`src/rtl/core/imubc_pkg.sv`:
```
// Shared types, constants and width helpers for the IMU bias calibration block.
package imubc_pkg;

    localparam int AXIS_COUNT   = 6;
    localparam int GYRO_AXES    = 3;
    localparam int ACCEL_Z_AXIS = 5;
    localparam int AXIS_W       = $clog2(AXIS_COUNT);

    localparam int RAW_W   = 16;
    localparam int CAL_W   = 12;
    localparam int AGAIN_W = 10;
    localparam int GGAIN_W = 7;
    localparam int GRAV_W  = 24;
    localparam int OFS_W   = 27;
    localparam int ACC_W   = 28;
    localparam int GYR_W   = 24;

    localparam int MAX_CAL_BITS_DEF = 12;

    localparam int CFG_IDX_W  = 4;
    localparam int CFG_DATA_W = 24;

    typedef enum logic [CFG_IDX_W-1:0] {
        CFG_AVG_FRAMES,
        CFG_ACCEL_GAIN,
        CFG_GYRO_GAIN,
        CFG_GRAVITY
    } cfg_idx_t;

    localparam logic [CAL_W-1:0]   AVG_FRAMES_RST = 12'd2000;
    localparam logic [AGAIN_W-1:0] ACCEL_GAIN_RST = 10'd244;
    localparam logic [GGAIN_W-1:0] GYRO_GAIN_RST  = 7'd35;
    localparam logic [GRAV_W-1:0]  GRAVITY_RST    = 24'd1000000;

    typedef struct packed {
        logic [CAL_W-1:0]   avg_frames;
        logic [AGAIN_W-1:0] accel_gain;
        logic [GGAIN_W-1:0] gyro_gain;
        logic [GRAV_W-1:0]  gravity_ug;
    } cfg_t;

    typedef struct packed {
        logic              capture;
        logic              accum;
        logic              cal_mul;
        logic              div_load;
        logic              div_step;
        logic              cal_store;
        logic              run_mul;
        logic              run_sub;
        logic              out_load;
        logic [AXIS_W-1:0] axis;
        logic [AXIS_W-1:0] sub_axis;
    } dp_cmd_t;

    typedef struct packed {
        logic cal_reached;
        logic out_free;
    } dp_sts_t;

    // Running sum of raw words over up to 2^cal_bits-1 frames
    function automatic int sum_w(input int cal_bits);
        return cal_bits + RAW_W + 1;
    endfunction

    // Sum times signed-extended gain; also the divider's bit count
    function automatic int prod_w(input int cal_bits);
        return cal_bits + RAW_W + 1 + AGAIN_W + 1;
    endfunction

endpackage

```
`src/rtl/core/imu_bias_calibrate_and_correct_top.sv`:
```
// IMU static bias calibration and correction, top level.
// Calibration frames: no result; the next frame waits until the last one is summed. The frame
// that ends calibration then multiplies, divides (serial offset divider) and stores each axis in turn.
// Corrected frames: one shared multiplier steps over the six axes, then the result is loaded
// into the output register. Output register lets the next frame in while held.
// rst_n (async, low) restores register defaults, clears sums/offsets and restarts calibration.
module imu_bias_calibrate_and_correct_top #(
    parameter int MAX_CAL_BITS = imubc_pkg::MAX_CAL_BITS_DEF
) (
    input  logic                                clk,
    input  logic                                rst_n,
    input  logic                                cfg_valid,
    output logic                                cfg_ready,
    input  logic [imubc_pkg::CFG_IDX_W-1:0]     cfg_index,
    input  logic [imubc_pkg::CFG_DATA_W-1:0]    cfg_data,
    input  logic                                in_valid,
    output logic                                in_ready,
    input  logic signed [imubc_pkg::RAW_W-1:0]  gyro_x,
    input  logic signed [imubc_pkg::RAW_W-1:0]  gyro_y,
    input  logic signed [imubc_pkg::RAW_W-1:0]  gyro_z,
    input  logic signed [imubc_pkg::RAW_W-1:0]  accel_x,
    input  logic signed [imubc_pkg::RAW_W-1:0]  accel_y,
    input  logic signed [imubc_pkg::RAW_W-1:0]  accel_z,
    output logic                                out_valid,
    input  logic                                out_ready,
    output logic signed [imubc_pkg::ACC_W-1:0]  accel_x_ug,
    output logic signed [imubc_pkg::ACC_W-1:0]  accel_y_ug,
    output logic signed [imubc_pkg::ACC_W-1:0]  accel_z_ug,
    output logic signed [imubc_pkg::GYR_W-1:0]  gyro_x_mdps,
    output logic signed [imubc_pkg::GYR_W-1:0]  gyro_y_mdps,
    output logic signed [imubc_pkg::GYR_W-1:0]  gyro_z_mdps
);
    import imubc_pkg::*;

    cfg_t                    cfg;
    dp_cmd_t                 cmd;
    dp_sts_t                 sts;
    logic signed [RAW_W-1:0] raw_in  [AXIS_COUNT];
    logic signed [ACC_W-1:0] res_out [AXIS_COUNT];

    assign raw_in = '{gyro_x, gyro_y, gyro_z, accel_x, accel_y, accel_z};

    imubc_cfg u_cfg (
        .clk       (clk),
        .rst_n     (rst_n),
        .cfg_valid (cfg_valid),
        .cfg_ready (cfg_ready),
        .cfg_index (cfg_index),
        .cfg_data  (cfg_data),
        .cfg       (cfg)
    );

    imubc_ctrl #(
        .MAX_CAL_BITS (MAX_CAL_BITS)
    ) u_ctrl (
        .clk      (clk),
        .rst_n    (rst_n),
        .in_valid (in_valid),
        .in_ready (in_ready),
        .cmd      (cmd),
        .sts      (sts)
    );

    imubc_dp #(
        .MAX_CAL_BITS (MAX_CAL_BITS)
    ) u_dp (
        .clk       (clk),
        .rst_n     (rst_n),
        .cfg       (cfg),
        .cmd       (cmd),
        .sts       (sts),
        .raw_in    (raw_in),
        .res_out   (res_out),
        .out_valid (out_valid),
        .out_ready (out_ready)
    );

    assign gyro_x_mdps = $signed(res_out[0][GYR_W-1:0]);
    assign gyro_y_mdps = $signed(res_out[1][GYR_W-1:0]);
    assign gyro_z_mdps = $signed(res_out[2][GYR_W-1:0]);
    assign accel_x_ug  = res_out[3];
    assign accel_y_ug  = res_out[4];
    assign accel_z_ug  = res_out[5];

endmodule

```
`src/rtl/core/imubc_cfg.sv`:
```
// Configuration register file for the IMU bias calibration block.
module imubc_cfg (
    input  logic                             clk,
    input  logic                             rst_n,
    input  logic                             cfg_valid,
    output logic                             cfg_ready,
    input  logic [imubc_pkg::CFG_IDX_W-1:0]  cfg_index,
    input  logic [imubc_pkg::CFG_DATA_W-1:0] cfg_data,
    output imubc_pkg::cfg_t                  cfg
);
    import imubc_pkg::*;

    cfg_t cfg_reg;

    assign cfg_ready = 1'b1;
    assign cfg       = cfg_reg;

    always_ff @(posedge clk or negedge rst_n)
    begin
        if (!rst_n)
        begin
            cfg_reg.avg_frames <= AVG_FRAMES_RST;
            cfg_reg.accel_gain <= ACCEL_GAIN_RST;
            cfg_reg.gyro_gain  <= GYRO_GAIN_RST;
            cfg_reg.gravity_ug <= GRAVITY_RST;
        end
        else if (cfg_valid && cfg_ready)
        begin
            unique case (cfg_idx_t'(cfg_index))
                CFG_AVG_FRAMES: cfg_reg.avg_frames <= cfg_data[CAL_W-1:0];
                CFG_ACCEL_GAIN: cfg_reg.accel_gain <= cfg_data[AGAIN_W-1:0];
                CFG_GYRO_GAIN:  cfg_reg.gyro_gain  <= cfg_data[GGAIN_W-1:0];
                CFG_GRAVITY:    cfg_reg.gravity_ug <= cfg_data[GRAV_W-1:0];
                default:        cfg_reg <= cfg_reg;
            endcase
        end
    end

endmodule

```
`src/rtl/core/imubc_ctrl.sv`:
```
// Control state machine: sequences accumulation, offset division and correction.
module imubc_ctrl #(
    parameter int MAX_CAL_BITS = imubc_pkg::MAX_CAL_BITS_DEF
) (
    input  logic               clk,
    input  logic               rst_n,
    input  logic               in_valid,
    output logic               in_ready,
    output imubc_pkg::dp_cmd_t cmd,
    input  imubc_pkg::dp_sts_t sts
);
    import imubc_pkg::*;

    localparam int DIV_STEPS = prod_w(MAX_CAL_BITS);
    localparam int CNT_W     = $clog2(DIV_STEPS);
    localparam int STEP_W    = $clog2(AXIS_COUNT + 1);

    typedef enum logic [2:0] {
        S_IDLE,
        S_ACCUM,
        S_CMUL,
        S_DLOAD,
        S_DIV,
        S_CSTORE,
        S_RUN,
        S_DONE
    } state_t;

    state_t            state_reg;
    logic [AXIS_W-1:0] axis_reg;
    logic [STEP_W-1:0] step_reg;
    logic [CNT_W-1:0]  cnt_reg;
    logic              calibrated_reg;
    logic              accept;

    assign in_ready = (state_reg == S_IDLE) || ((state_reg == S_DONE) && sts.out_free);
    assign accept   = in_valid && in_ready;

    always_comb
    begin
        cmd           = '0;
        cmd.capture   = accept;
        cmd.accum     = (state_reg == S_ACCUM);
        cmd.cal_mul   = (state_reg == S_CMUL);
        cmd.div_load  = (state_reg == S_DLOAD);
        cmd.div_step  = (state_reg == S_DIV);
        cmd.cal_store = (state_reg == S_CSTORE);
        cmd.run_mul   = (state_reg == S_RUN) && (step_reg < STEP_W'(AXIS_COUNT));
        cmd.run_sub   = (state_reg == S_RUN) && (step_reg != '0);
        cmd.out_load  = (state_reg == S_DONE) && sts.out_free;
        cmd.sub_axis  = AXIS_W'(step_reg - 1'b1);
        if (state_reg == S_RUN)
        begin
            cmd.axis = (step_reg < STEP_W'(AXIS_COUNT)) ? step_reg[AXIS_W-1:0] : '0;
        end
        else
        begin
            cmd.axis = axis_reg;
        end
    end

    always_ff @(posedge clk or negedge rst_n)
    begin
        if (!rst_n)
        begin
            state_reg      <= S_IDLE;
            axis_reg       <= '0;
            step_reg       <= '0;
            cnt_reg        <= '0;
            calibrated_reg <= 1'b0;
        end
        else
        begin
            unique case (state_reg)
                S_IDLE:
                begin
                    if (accept)
                    begin
                        state_reg <= calibrated_reg ? S_RUN : S_ACCUM;
                        step_reg  <= '0;
                    end
                end
                S_ACCUM:
                begin
                    if (sts.cal_reached)
                    begin
                        state_reg <= S_CMUL;
                        axis_reg  <= '0;
                    end
                    else
                    begin
                        state_reg <= S_IDLE;
                    end
                end
                S_CMUL:
                begin
                    state_reg <= S_DLOAD;
                end
                S_DLOAD:
                begin
                    state_reg <= S_DIV;
                    cnt_reg   <= '0;
                end
                S_DIV:
                begin
                    cnt_reg <= cnt_reg + 1'b1;
                    if (cnt_reg == CNT_W'(DIV_STEPS - 1))
                    begin
                        state_reg <= S_CSTORE;
                    end
                end
                S_CSTORE:
                begin
                    if (axis_reg == AXIS_W'(AXIS_COUNT - 1))
                    begin
                        calibrated_reg <= 1'b1;
                        state_reg      <= S_IDLE;
                    end
                    else
                    begin
                        axis_reg  <= axis_reg + 1'b1;
                        state_reg <= S_CMUL;
                    end
                end
                S_RUN:
                begin
                    step_reg <= step_reg + 1'b1;
                    if (step_reg == STEP_W'(AXIS_COUNT))
                    begin
                        state_reg <= S_DONE;
                    end
                end
                S_DONE:
                begin
                    if (sts.out_free)
                    begin
                        if (accept)
                        begin
                            state_reg <= S_RUN;
                            step_reg  <= '0;
                        end
                        else
                        begin
                            state_reg <= S_IDLE;
                        end
                    end
                end
            endcase
        end
    end

endmodule

```
`src/rtl/core/imubc_dp.sv`:
```
// Datapath: axis sums, shared multiplier, serial divider, offsets and output register.
module imubc_dp #(
    parameter int MAX_CAL_BITS = imubc_pkg::MAX_CAL_BITS_DEF
) (
    input  logic                                clk,
    input  logic                                rst_n,
    input  imubc_pkg::cfg_t                     cfg,
    input  imubc_pkg::dp_cmd_t                  cmd,
    output imubc_pkg::dp_sts_t                  sts,
    input  logic signed [imubc_pkg::RAW_W-1:0]  raw_in  [imubc_pkg::AXIS_COUNT],
    output logic signed [imubc_pkg::ACC_W-1:0]  res_out [imubc_pkg::AXIS_COUNT],
    output logic                                out_valid,
    input  logic                                out_ready
);
    import imubc_pkg::*;

    localparam int SUM_W   = sum_w(MAX_CAL_BITS);
    localparam int PROD_W  = prod_w(MAX_CAL_BITS);
    localparam int REM_W   = MAX_CAL_BITS + 1;
    localparam int GAIN_SW = AGAIN_W + 1;
    localparam int RUNP_W  = RAW_W + GAIN_SW;
    localparam int OSUM_W  = PROD_W + 2;
    localparam int DIFF_W  = ACC_W + 1;

    localparam logic signed [OSUM_W-1:0] OFS_HI =
        {{(OSUM_W - OFS_W + 1){1'b0}}, {(OFS_W - 1){1'b1}}};
    localparam logic signed [OSUM_W-1:0] OFS_LO =
        {{(OSUM_W - OFS_W + 1){1'b1}}, {(OFS_W - 1){1'b0}}};
    localparam logic signed [DIFF_W-1:0] ACC_HI =
        {{(DIFF_W - ACC_W + 1){1'b0}}, {(ACC_W - 1){1'b1}}};
    localparam logic signed [DIFF_W-1:0] ACC_LO =
        {{(DIFF_W - ACC_W + 1){1'b1}}, {(ACC_W - 1){1'b0}}};
    localparam logic signed [DIFF_W-1:0] GYR_HI =
        {{(DIFF_W - GYR_W + 1){1'b0}}, {(GYR_W - 1){1'b1}}};
    localparam logic signed [DIFF_W-1:0] GYR_LO =
        {{(DIFF_W - GYR_W + 1){1'b1}}, {(GYR_W - 1){1'b0}}};

    logic signed [RAW_W-1:0]  raw_reg  [AXIS_COUNT];
    logic signed [SUM_W-1:0]  sum_reg  [AXIS_COUNT];
    logic signed [OFS_W-1:0]  ofs_reg  [AXIS_COUNT];
    logic signed [ACC_W-1:0]  res_reg  [AXIS_COUNT];
    logic signed [ACC_W-1:0]  out_reg  [AXIS_COUNT];
    logic [MAX_CAL_BITS-1:0]  frames_reg;
    logic signed [PROD_W-1:0] prod_reg;
    logic [PROD_W-1:0]        quo_reg;
    logic [REM_W-1:0]         rem_reg;
    logic [MAX_CAL_BITS-1:0]  div_d_reg;
    logic                     neg_reg;
    logic                     out_valid_reg;

    logic signed [GAIN_SW-1:0] gain_s;
    logic signed [PROD_W-1:0]  cal_prod;
    logic signed [RUNP_W-1:0]  run_prod;
    logic [MAX_CAL_BITS-1:0]   frames_inc;
    logic [MAX_CAL_BITS-1:0]   need_raw;
    logic [MAX_CAL_BITS-1:0]   need;
    logic [MAX_CAL_BITS-1:0]   divisor;
    logic [PROD_W-1:0]         prod_mag;
    logic [PROD_W-1:0]         dividend;
    logic [REM_W-1:0]          trial;
    logic [REM_W-1:0]          rem_sub;
    logic                      ge;
    logic signed [OSUM_W-1:0]  q_s;
    logic signed [OSUM_W-1:0]  grav_s;
    logic signed [OSUM_W-1:0]  ofs_sum;
    logic signed [OSUM_W-1:0]  ofs_sat;
    logic signed [DIFF_W-1:0]  diff;
    logic signed [DIFF_W-1:0]  res_sat;

    always_comb
    begin
        if (cmd.axis < AXIS_W'(GYRO_AXES))
        begin
            gain_s = $signed({1'b0, AGAIN_W'(cfg.gyro_gain)});
        end
        else
        begin
            gain_s = $signed({1'b0, cfg.accel_gain});
        end
    end

    assign cal_prod = sum_reg[cmd.axis] * gain_s;
    assign run_prod = raw_reg[cmd.axis] * gain_s;

    // Calibration end test
    assign frames_inc      = frames_reg + 1'b1;
    assign need_raw        = MAX_CAL_BITS'(cfg.avg_frames);
    assign need            = (need_raw == '0) ? MAX_CAL_BITS'(1) : need_raw;
    assign sts.cal_reached = (frames_inc >= need);
    assign sts.out_free    = !out_valid_reg || out_ready;

    // Round to nearest: |n| + d/2, then restoring division one bit a cycle
    assign divisor  = (frames_reg == '0) ? MAX_CAL_BITS'(1) : frames_reg;
    assign prod_mag = prod_reg[PROD_W-1] ? $unsigned(-prod_reg) : $unsigned(prod_reg);
    assign dividend = prod_mag + PROD_W'(frames_reg >> 1);
    assign trial    = {rem_reg[REM_W-2:0], quo_reg[PROD_W-1]};
    assign ge       = (trial >= {1'b0, div_d_reg});
    assign rem_sub  = trial - {1'b0, div_d_reg};

    always_comb
    begin
        q_s    = $signed({2'b00, quo_reg});
        grav_s = $signed({{(OSUM_W - GRAV_W){1'b0}}, cfg.gravity_ug});
        if (neg_reg)
        begin
            q_s = -q_s;
        end
        ofs_sum = q_s;
        if (cmd.axis == AXIS_W'(ACCEL_Z_AXIS))
        begin
            ofs_sum = q_s - grav_s;
        end
        if (ofs_sum > OFS_HI)
        begin
            ofs_sat = OFS_HI;
        end
        else if (ofs_sum < OFS_LO)
        begin
            ofs_sat = OFS_LO;
        end
        else
        begin
            ofs_sat = ofs_sum;
        end
    end

    always_comb
    begin
        diff = $signed(prod_reg[DIFF_W-1:0]) - DIFF_W'(ofs_reg[cmd.sub_axis]);
        if (cmd.sub_axis < AXIS_W'(GYRO_AXES))
        begin
            res_sat = (diff > GYR_HI) ? GYR_HI : ((diff < GYR_LO) ? GYR_LO : diff);
        end
        else
        begin
            res_sat = (diff > ACC_HI) ? ACC_HI : ((diff < ACC_LO) ? ACC_LO : diff);
        end
    end

    always_ff @(posedge clk or negedge rst_n)
    begin
        if (!rst_n)
        begin
            frames_reg    <= '0;
            out_valid_reg <= 1'b0;
            for (int i = 0; i < AXIS_COUNT; i++)
            begin
                sum_reg[i] <= '0;
                ofs_reg[i] <= '0;
            end
        end
        else
        begin
            if (cmd.accum)
            begin
                frames_reg <= frames_inc;
                for (int i = 0; i < AXIS_COUNT; i++)
                begin
                    sum_reg[i] <= sum_reg[i] + SUM_W'(raw_reg[i]);
                end
            end
            if (cmd.cal_store)
            begin
                ofs_reg[cmd.axis] <= $signed(ofs_sat[OFS_W-1:0]);
            end
            if (cmd.out_load)
            begin
                out_valid_reg <= 1'b1;
            end
            else if (out_ready)
            begin
                out_valid_reg <= 1'b0;
            end
        end
    end

    always_ff @(posedge clk)
    begin
        if (cmd.capture)
        begin
            for (int i = 0; i < AXIS_COUNT; i++)
            begin
                raw_reg[i] <= raw_in[i];
            end
        end
        if (cmd.cal_mul)
        begin
            prod_reg <= cal_prod;
        end
        else if (cmd.run_mul)
        begin
            prod_reg <= PROD_W'(run_prod);
        end
        if (cmd.div_load)
        begin
            quo_reg   <= dividend;
            rem_reg   <= '0;
            div_d_reg <= divisor;
            neg_reg   <= prod_reg[PROD_W-1];
        end
        else if (cmd.div_step)
        begin
            quo_reg <= {quo_reg[PROD_W-2:0], ge};
            rem_reg <= ge ? rem_sub : trial;
        end
        if (cmd.run_sub)
        begin
            res_reg[cmd.sub_axis] <= $signed(res_sat[ACC_W-1:0]);
        end
        if (cmd.out_load)
        begin
            for (int i = 0; i < AXIS_COUNT; i++)
            begin
                out_reg[i] <= res_reg[i];
            end
        end
    end

    assign out_valid = out_valid_reg;
    assign res_out   = out_reg;

endmodule

```
`config.mk`:
```
export PLATFORM = sky130hd
export DESIGN_NAME = imu_bias_calibrate_and_correct_top
export DESIGN_NICKNAME = d
export VERILOG_FILES = /design/src/rtl/core/imubc_pkg.sv /design/src/rtl/core/imu_bias_calibrate_and_correct_top.sv /design/src/rtl/core/imubc_cfg.sv /design/src/rtl/core/imubc_ctrl.sv /design/src/rtl/core/imubc_dp.sv
export SDC_FILE = /design/constraint.sdc
export NUM_CORES = 2
export LEC_CHECK = 0
export ABC_CLOCK_PERIOD_IN_PS = 14100
export BUFFER_PORTS_ARGS = -buffer_cell sky130_fd_sc_hd__buf_2
export CAP_MARGIN = 25
export CORE_AREA = 2 2 338 340
export CTS_BUF_LIST = sky130_fd_sc_hd__clkbuf_2 sky130_fd_sc_hd__clkbuf_4 sky130_fd_sc_hd__clkbuf_8
export DETAILED_ROUTE_END_ITERATION = 10
export DIE_AREA = 0 0 340 342
export PLACE_DENSITY = 0.76
export RECOVER_POWER = 25
export SETUP_SLACK_MARGIN = 0.05
export SLEW_MARGIN = 20
export SYNTH_ARGS = -nofsm -noshare
export SYNTH_HDL_FRONTEND = slang
export SYNTH_SLANG_ARGS = --single-unit
```
`constraint.sdc`:
```
create_clock -name clk -period 14.1 [get_ports clk]
set_clock_uncertainty 0.1 [all_clocks]
set_input_delay 2.82 -clock clk [delete_from_list [all_inputs] [get_ports clk]]
set_output_delay 2.82 -clock clk [all_outputs]
set_load 0.005 [all_outputs]
```
## Word level (Yosys, flattened, before mapping)

Memory sizes are Yosys's and may differ from the RTL's. A register that Yosys moved wholly into a read port is not among the register bits.
Cells that the tools add are included.

- Register bits after elaboration: 523
- Bits in latches: 0
- Memory bits (writable): 264
- Memory bits (read-only): 0
- Input port bits: 129
- Output and inout port bits: 159
- Word-level logic and storage cells: 161
- Memories kept: 2

Memory list:

| memory | depth | bits a word | rd ports | clocked after Yosys merged registers in | write ports | line | source |
|---|---|---|---|---|---|---|---|
| u_dp.res_reg | 6 | 28 | 6 | 6 | 1 | imubc_dp.sv:41 | `logic signed [ACC_W-1:0] res_reg [AXIS_COUNT];` |
| u_dp.raw_reg | 6 | 16 | 7 | 0 | 6 | imubc_dp.sv:38 | `logic signed [RAW_W-1:0] raw_reg [AXIS_COUNT];` |

- $add $sub $neg: 17
- Multipliers: 2
- Div/mod/pow operators: 0
- $lt $le $gt $ge: 14
- Eq/ne operators: 20
- Shifts and indexed selects: 0
- Mux-type cells: 50
- Bitwise logic cells: 2
- Reduce and logical (&&, ||, !) cells: 26

Operators by type and width:

| operator | count |
|---|---|
| two-way mux 40 bit | 5 |
| adder 29 x 16 -> 29 bit | 6 |
| bitwise mux 162 bit | 1 |
| two-way mux 28 bit | 5 |
| two-way mux 27 bit | 5 |
| binary-select mux 29 bit (select 3 bit) | 1 |
| two-way mux 42 bit | 2 |
| binary-select mux 27 bit (select 3 bit) | 1 |
| demux 27 bit (select 3 bit) | 1 |
| two-way mux 29 bit | 2 |
| greater-than comparator 42 x 27 -> 1 bit, second input constant | 1 |
| < comparator 42 x 27 -> 1 bit, second input constant | 1 |
| negation 40 -> 42 bit | 1 |
| subtractor 42 x 25 -> 42 bit | 1 |
| adder 40 x 11 -> 40 bit | 1 |
| multiplier 29 x 11 -> 40 bit | 1 |
| negation 40 bit | 1 |
| two-way mux 3 bit | 12 |
| greater-than comparator 29 x 24 -> 1 bit, second input constant | 1 |
| greater-than comparator 29 x 28 -> 1 bit, second input constant | 1 |
| < comparator 29 x 24 -> 1 bit, second input constant | 1 |
| < comparator 29 x 28 -> 1 bit, second input constant | 1 |
| subtractor 29 x 27 -> 29 bit | 1 |
| multiplier 16 x 11 -> 27 bit | 1 |
| 39 further kinds | 77 |

## Logic depth before layout (Yosys ltp)

- Word-level depth: 10
- Depth in mapped cells: 36
- Gate-level depth less buffers: 29

## Cells and area by module

A second synthesis with hierarchy kept.

- Cells, all modules: 6,583
- Area, all modules: 68,642.1 µm²

By module, submodules not included:

| module | times used | cells an instance | area an instance (µm²) | sequential area each (µm²) |
|---|---|---|---|---|
| imubc_dp | 1 | 6,334 | 65,330.2 | 24,738.7 |
| imubc_cfg | 1 | 117 | 2,188.3 | 1,352.5 |
| imubc_ctrl | 1 | 132 | 1,123.6 | 400.4 |

## Worst setup path after synthesis

Ideal clock, no wire load.

- Kind: input-to-reg
- Start point: input port out_ready
- End point: register u_ctrl.state_reg[1]
- Setup time: 0.088 ns
- Data arrival time: 13.025 ns
- Required time: 13.912 ns
- Path slack: 0.887 ns
- Cell stages on the path: 6
- Buffers on the path: 0
- Cell sequence: nand2b_1 > nor2b_1 > a21o_1 > and2_1 > a2111oi_0 > a21oi_1

RTL lines:

| element | line | source |
|---|---|---|
| start, declared | imu_bias_calibrate_and_correct_top.sv:25 | `input logic out_ready,` |
| end signal, assigned | imubc_ctrl.sv:79 | `state_reg <= calibrated_reg ? S_RUN : S_ACCUM;` |
| end, declared | imubc_ctrl.sv:29 | `state_t state_reg;` |

## Worst setup path in the final report

- Start point: register u_ctrl.state_reg[2]
- End point: register u_dp.prod_reg[37], data pin

- Longest elaborated chain between the ends: 8
- Elaborated cells between the ends (all ways): 14
- Those cells by class: 2 x mul; 1 x order compare; 2 x eq/ne; 7 x mux; 1 x bitwise; 1 x memory

RTL lines:

| element | line | source |
|---|---|---|
| equality test 3 bit | imubc_ctrl.sv:52 | `if (state_reg == S_RUN)` |
| two-way mux 3 bit | imubc_ctrl.sv:52 |  |
| inverter 3 -> 4 bit (not written as such) | imubc_dp.sv:82 | `assign cal_prod = sum_reg[cmd.axis] * gain_s;` |
| binary-select mux 29 bit (select 3 bit) | imubc_dp.sv:82 |  |
| two-way mux 29 bit (not written as such) (2 in a row) | imubc_dp.sv:82 |  |
| multiplier 29 x 11 -> 40 bit | imubc_dp.sv:82 |  |
| two-way mux 40 bit (*) | imubc_dp.sv:186 | `if (cmd.cal_mul)` |
| end signal, assigned | imubc_dp.sv:188 | `prod_reg <= cal_prod;` |
| end signal, assigned | imubc_dp.sv:192 | `prod_reg <= PROD_W'(run_prod);` |
| end, declared | imubc_dp.sv:44 | `logic signed [PROD_W-1:0] prod_reg;` |

Mark *: on every way between the ends. The rest lies on a longest branch, timed or not. The select of a mux whose other input is x is not followed.
A chain may end at the register's enable or synchronous reset.

==> results.toml <==
[route]
initialDrtViolationCount = 4408
routed_wl_mm = 186
avgRoutedWirePerCell_um = 21.4
vias_per_cell = 6.02
num_vias = 52300
first_pass_iters = 6
ant_nets = 0
drt_drc_violations_left = 0

[grt]
vias_in_the_first_global_route = 52600
initial_antenna_violation_count = 8
total_congestion_overflow = 0
grt_max_degree = 124
global_route_wire_length_before_repair_mm = 292
globalRouteTotalUtil_pct = 32.0

[clock_network]
clk_latency_ps = 910
cts-root-to-sink-buffers = 3
cts_inserted_buffers = 158
hold_buffers = 0
cts_resized = 0
numClockSinks = 931
clk_root_buffer_cell = "clkbuf_8"
post-cts-setup-buffer-count = 0
htree_num_levels = 4
cts_tree = "done"
clk_pin_slew_worst_paths_ps = 60

[worst_setup_path]
timing.critical_path.slowest_cell_delay_ps = 740
timing.critical_path.max_delay_family = "compound AO/OA/AOI/OAI gates"
required_ps = 14600
cp_common_cell = "fa_1"
worst_r2r_startpoint = "u_ctrl.state_reg[2]"
timing.critical_path.arrival_ps = 10870
path_max_fanout = 40
timing.critical_path.from_type = "flip-flop"
critPathLaunch = "u_ctrl.state_reg[2]"
cp_slowest_cell = "a21oi_1"
buf_inv_stages_crit_path = 5
criticalPathCategory = "flip-flop to flip-flop"
critPathCaptureType = "flip-flop"

[floorplanning]
design.die.area_um2 = 116000
initial_core_util_pct = 59.3
die-height_um = 342
dieWidth_um = 340
ios = 288
floorplan_core_area_um2 = 113000
std_cell_rows = 124

[synthesis]
mapped_nets = 7741
synth.cell_area_um2 = 67100
cell_with_the_most_instances_after_synthesis = "nand2_1"
synth_enable_flop_cells = 501
yosys.area.top_type_share_pct = 22.4
post_synthesis_sequential_element_count = 931
synth.distinct_cells = 93
synthesis.yosys.warnings = 0
synth_commonest_cells = "nand2_1, inv_1, edfxtp_1"
synth.top_cells.by_area = "edfxtp_1, dfrtp_1, fa_1, ha_1, nand2_1"
synthCells = 6794
synth-async-reset-ratio_pct = 44.9
post_synth.cell_area_avg_um2 = 9.88
synth_top_flop_cell = "edfxtp_1"
synthDominantAreaCellType = "edfxtp_1"
yosysSeqAreaShare_pct = 38.4

[sta]
fmaxAchievable_mhz = 96.4
rsz0062_at_grt = "false"
slew_headroom_pct = -340
max_slew.worst_pin.slew_ps = 6610
final.period_utilization_pct = 73.6
min_period_ps = 10370
slew_viol_final = 572
timing.final.setup_violations = 0
setup-tns-final_ps = 0
setup_slack_ps = 3730
finalHoldViolations = 0

[place]
finalWeightedCongestion = 0.937
placed_cells = 8398
place_hpwl_mm = 137
place_ws_ps = 3820
port_buffer_count = 286

[outcome]
outcome = "finished, violations left"
violated_checks = "max-capacitance violations, max-slew violations"

[run]
timing.max_cap.violations = 11

[final_layout]
largest_reg_flops = 174
area_growth_syn_to_layout_pct = 9.40
fraction_of_final_layout_cells_sized_beyond_drive_strength_1_pct = 11.7
final.fill_count = 8884
finalNetCount = 7995
non_filler_cells_in_the_finished_layout = 8682

[hold_path]
holdCritPathClass = "flip-flop to flip-flop"
hold_path_startpoint = "u_dp.res_reg[4][22]"
[stage by stage]
step	utilization (%)	hold WS, ps	area (µm²)
after floorplan	-	300	67100
after global placement	62.0	300	70100
after detailed placement	62.1	305	70200
after CTS	64.9	280	73400
after global routing	64.9	288	73400
final	64.9	288	73400
[final cells by class]
class | instances | area, µm² | area share [%]
diodes | 2 | 5.00 | 0.00682
clock buffers | 218 | 2690 | 3.66
clock inverters | 62 | 563 | 0.767
inverters | 670 | 2510 | 3.43
multi-input cells | 4920 | 37900 | 51.7
flip-flops and latches | 931 | 25800 | 35.1
well taps | 1512 | 1890 | 2.58
repair buffers | 367 | 2050 | 2.79
[cells in the final DEF (no fill, tap or decap), types with 33 or more instances in the layout]
| master | netlist | layout |
|---|---|---|
| xor2_1 | 175 | 175 |
| fa_1 | 404 | 404 |
| clkbuf_4 | 0 | 51 |
| and3_1 | 35 | 35 |
| nand2b_1 | 70 | 69 |
| mux2i_1 | 101 | 96 |
| nand3_1 | 90 | 88 |
| edfxtp_1 | 501 | 501 |
| a21o_1 | 105 | 105 |
| dfrtp_1 | 397 | 397 |
| or3_1 | 34 | 33 |
| nor3_1 | 91 | 86 |
| or2_2 | 41 | 41 |
| clkbuf_8 | 0 | 168 |
| o21a_1 | 49 | 49 |
| ha_1 | 414 | 414 |
| buf_4 | 9 | 63 |
| nand2_1 | 940 | 939 |
| o31ai_1 | 163 | 163 |
| nor2_1 | 494 | 490 |
| o21ai_0 | 410 | 410 |
| a21oi_1 | 285 | 284 |
| o21bai_1 | 37 | 37 |
| a22oi_1 | 35 | 35 |
| xnor2_1 | 218 | 218 |
| inv_1 | 668 | 668 |
| buf_2 | 6 | 281 |
| a31oi_1 | 84 | 83 |
| mux2_2 | 55 | 55 |
[per-layer routing]
layer | up-vias | wire [µm] | GRT usage, %
met2 | 2144 | 89700 | 54.0
met3 | 506 | 14600 | 5.97
met5 | - | 38 | 0
met4 | 6 | 9250 | 15.0
li1 | 24200 | - | -
met1 | 25400 | 72100 | 40.1
[cell families after synthesis]
group	count (synthesis)	synth area share, %
other cells	1	0.00559
compound gates	1528	14.9
buf+inv	943	5.34
xor+xnor	393	5.13
mux	179	3.19
flops	931	38.4
fa+ha+maj	818	19.8
simple gates	2001	13.3
[path summary, 6_finish.rpt]
| path | to | slack, ps | cells past startpoint |
|---|---|---|---|
| setup / recovery | u_dp.prod_reg[37] | 3730 | 27 |
| hold / removal | accel_y_ug[22] | 290 | 0 |
| setup reg to reg | u_dp.prod_reg[37] | 3730 | 27 |
| hold reg to reg | accel_y_ug[22] | 290 | 0 |
| max in group asynchronous | u_dp.sum_reg[44] | 5430 | 3 |
| min in group asynchronous | u_dp.ofs_reg[74] | 4320 | 1 |
[worst reg2reg max path: stages, from the launching register on]
cell and delay [ps]:
dfrtp_1 630, nand3b_1 320, a21oi_4 220, buf_4 590, buf_4 700, mux4_2 480, a21oi_1 740, or2_2 250
fa_1 440, fa_1 530, inv_1 50, ha_1 310, fa_1 540, inv_1 50, fa_1 520, inv_1 40
ha_1 330, o21ai_0 110, a21oi_1 260, o22ai_1 200, o21a_1 260, a311o_1 370, o31ai_1 440, a21oi_1 160
o21ai_0 600, a211oi_1 300, o2111a_1 320, a211o_1 260
Power is not shown: default switching activity piles up to over one toggle a cycle in this logic, so the estimate is an artifact.
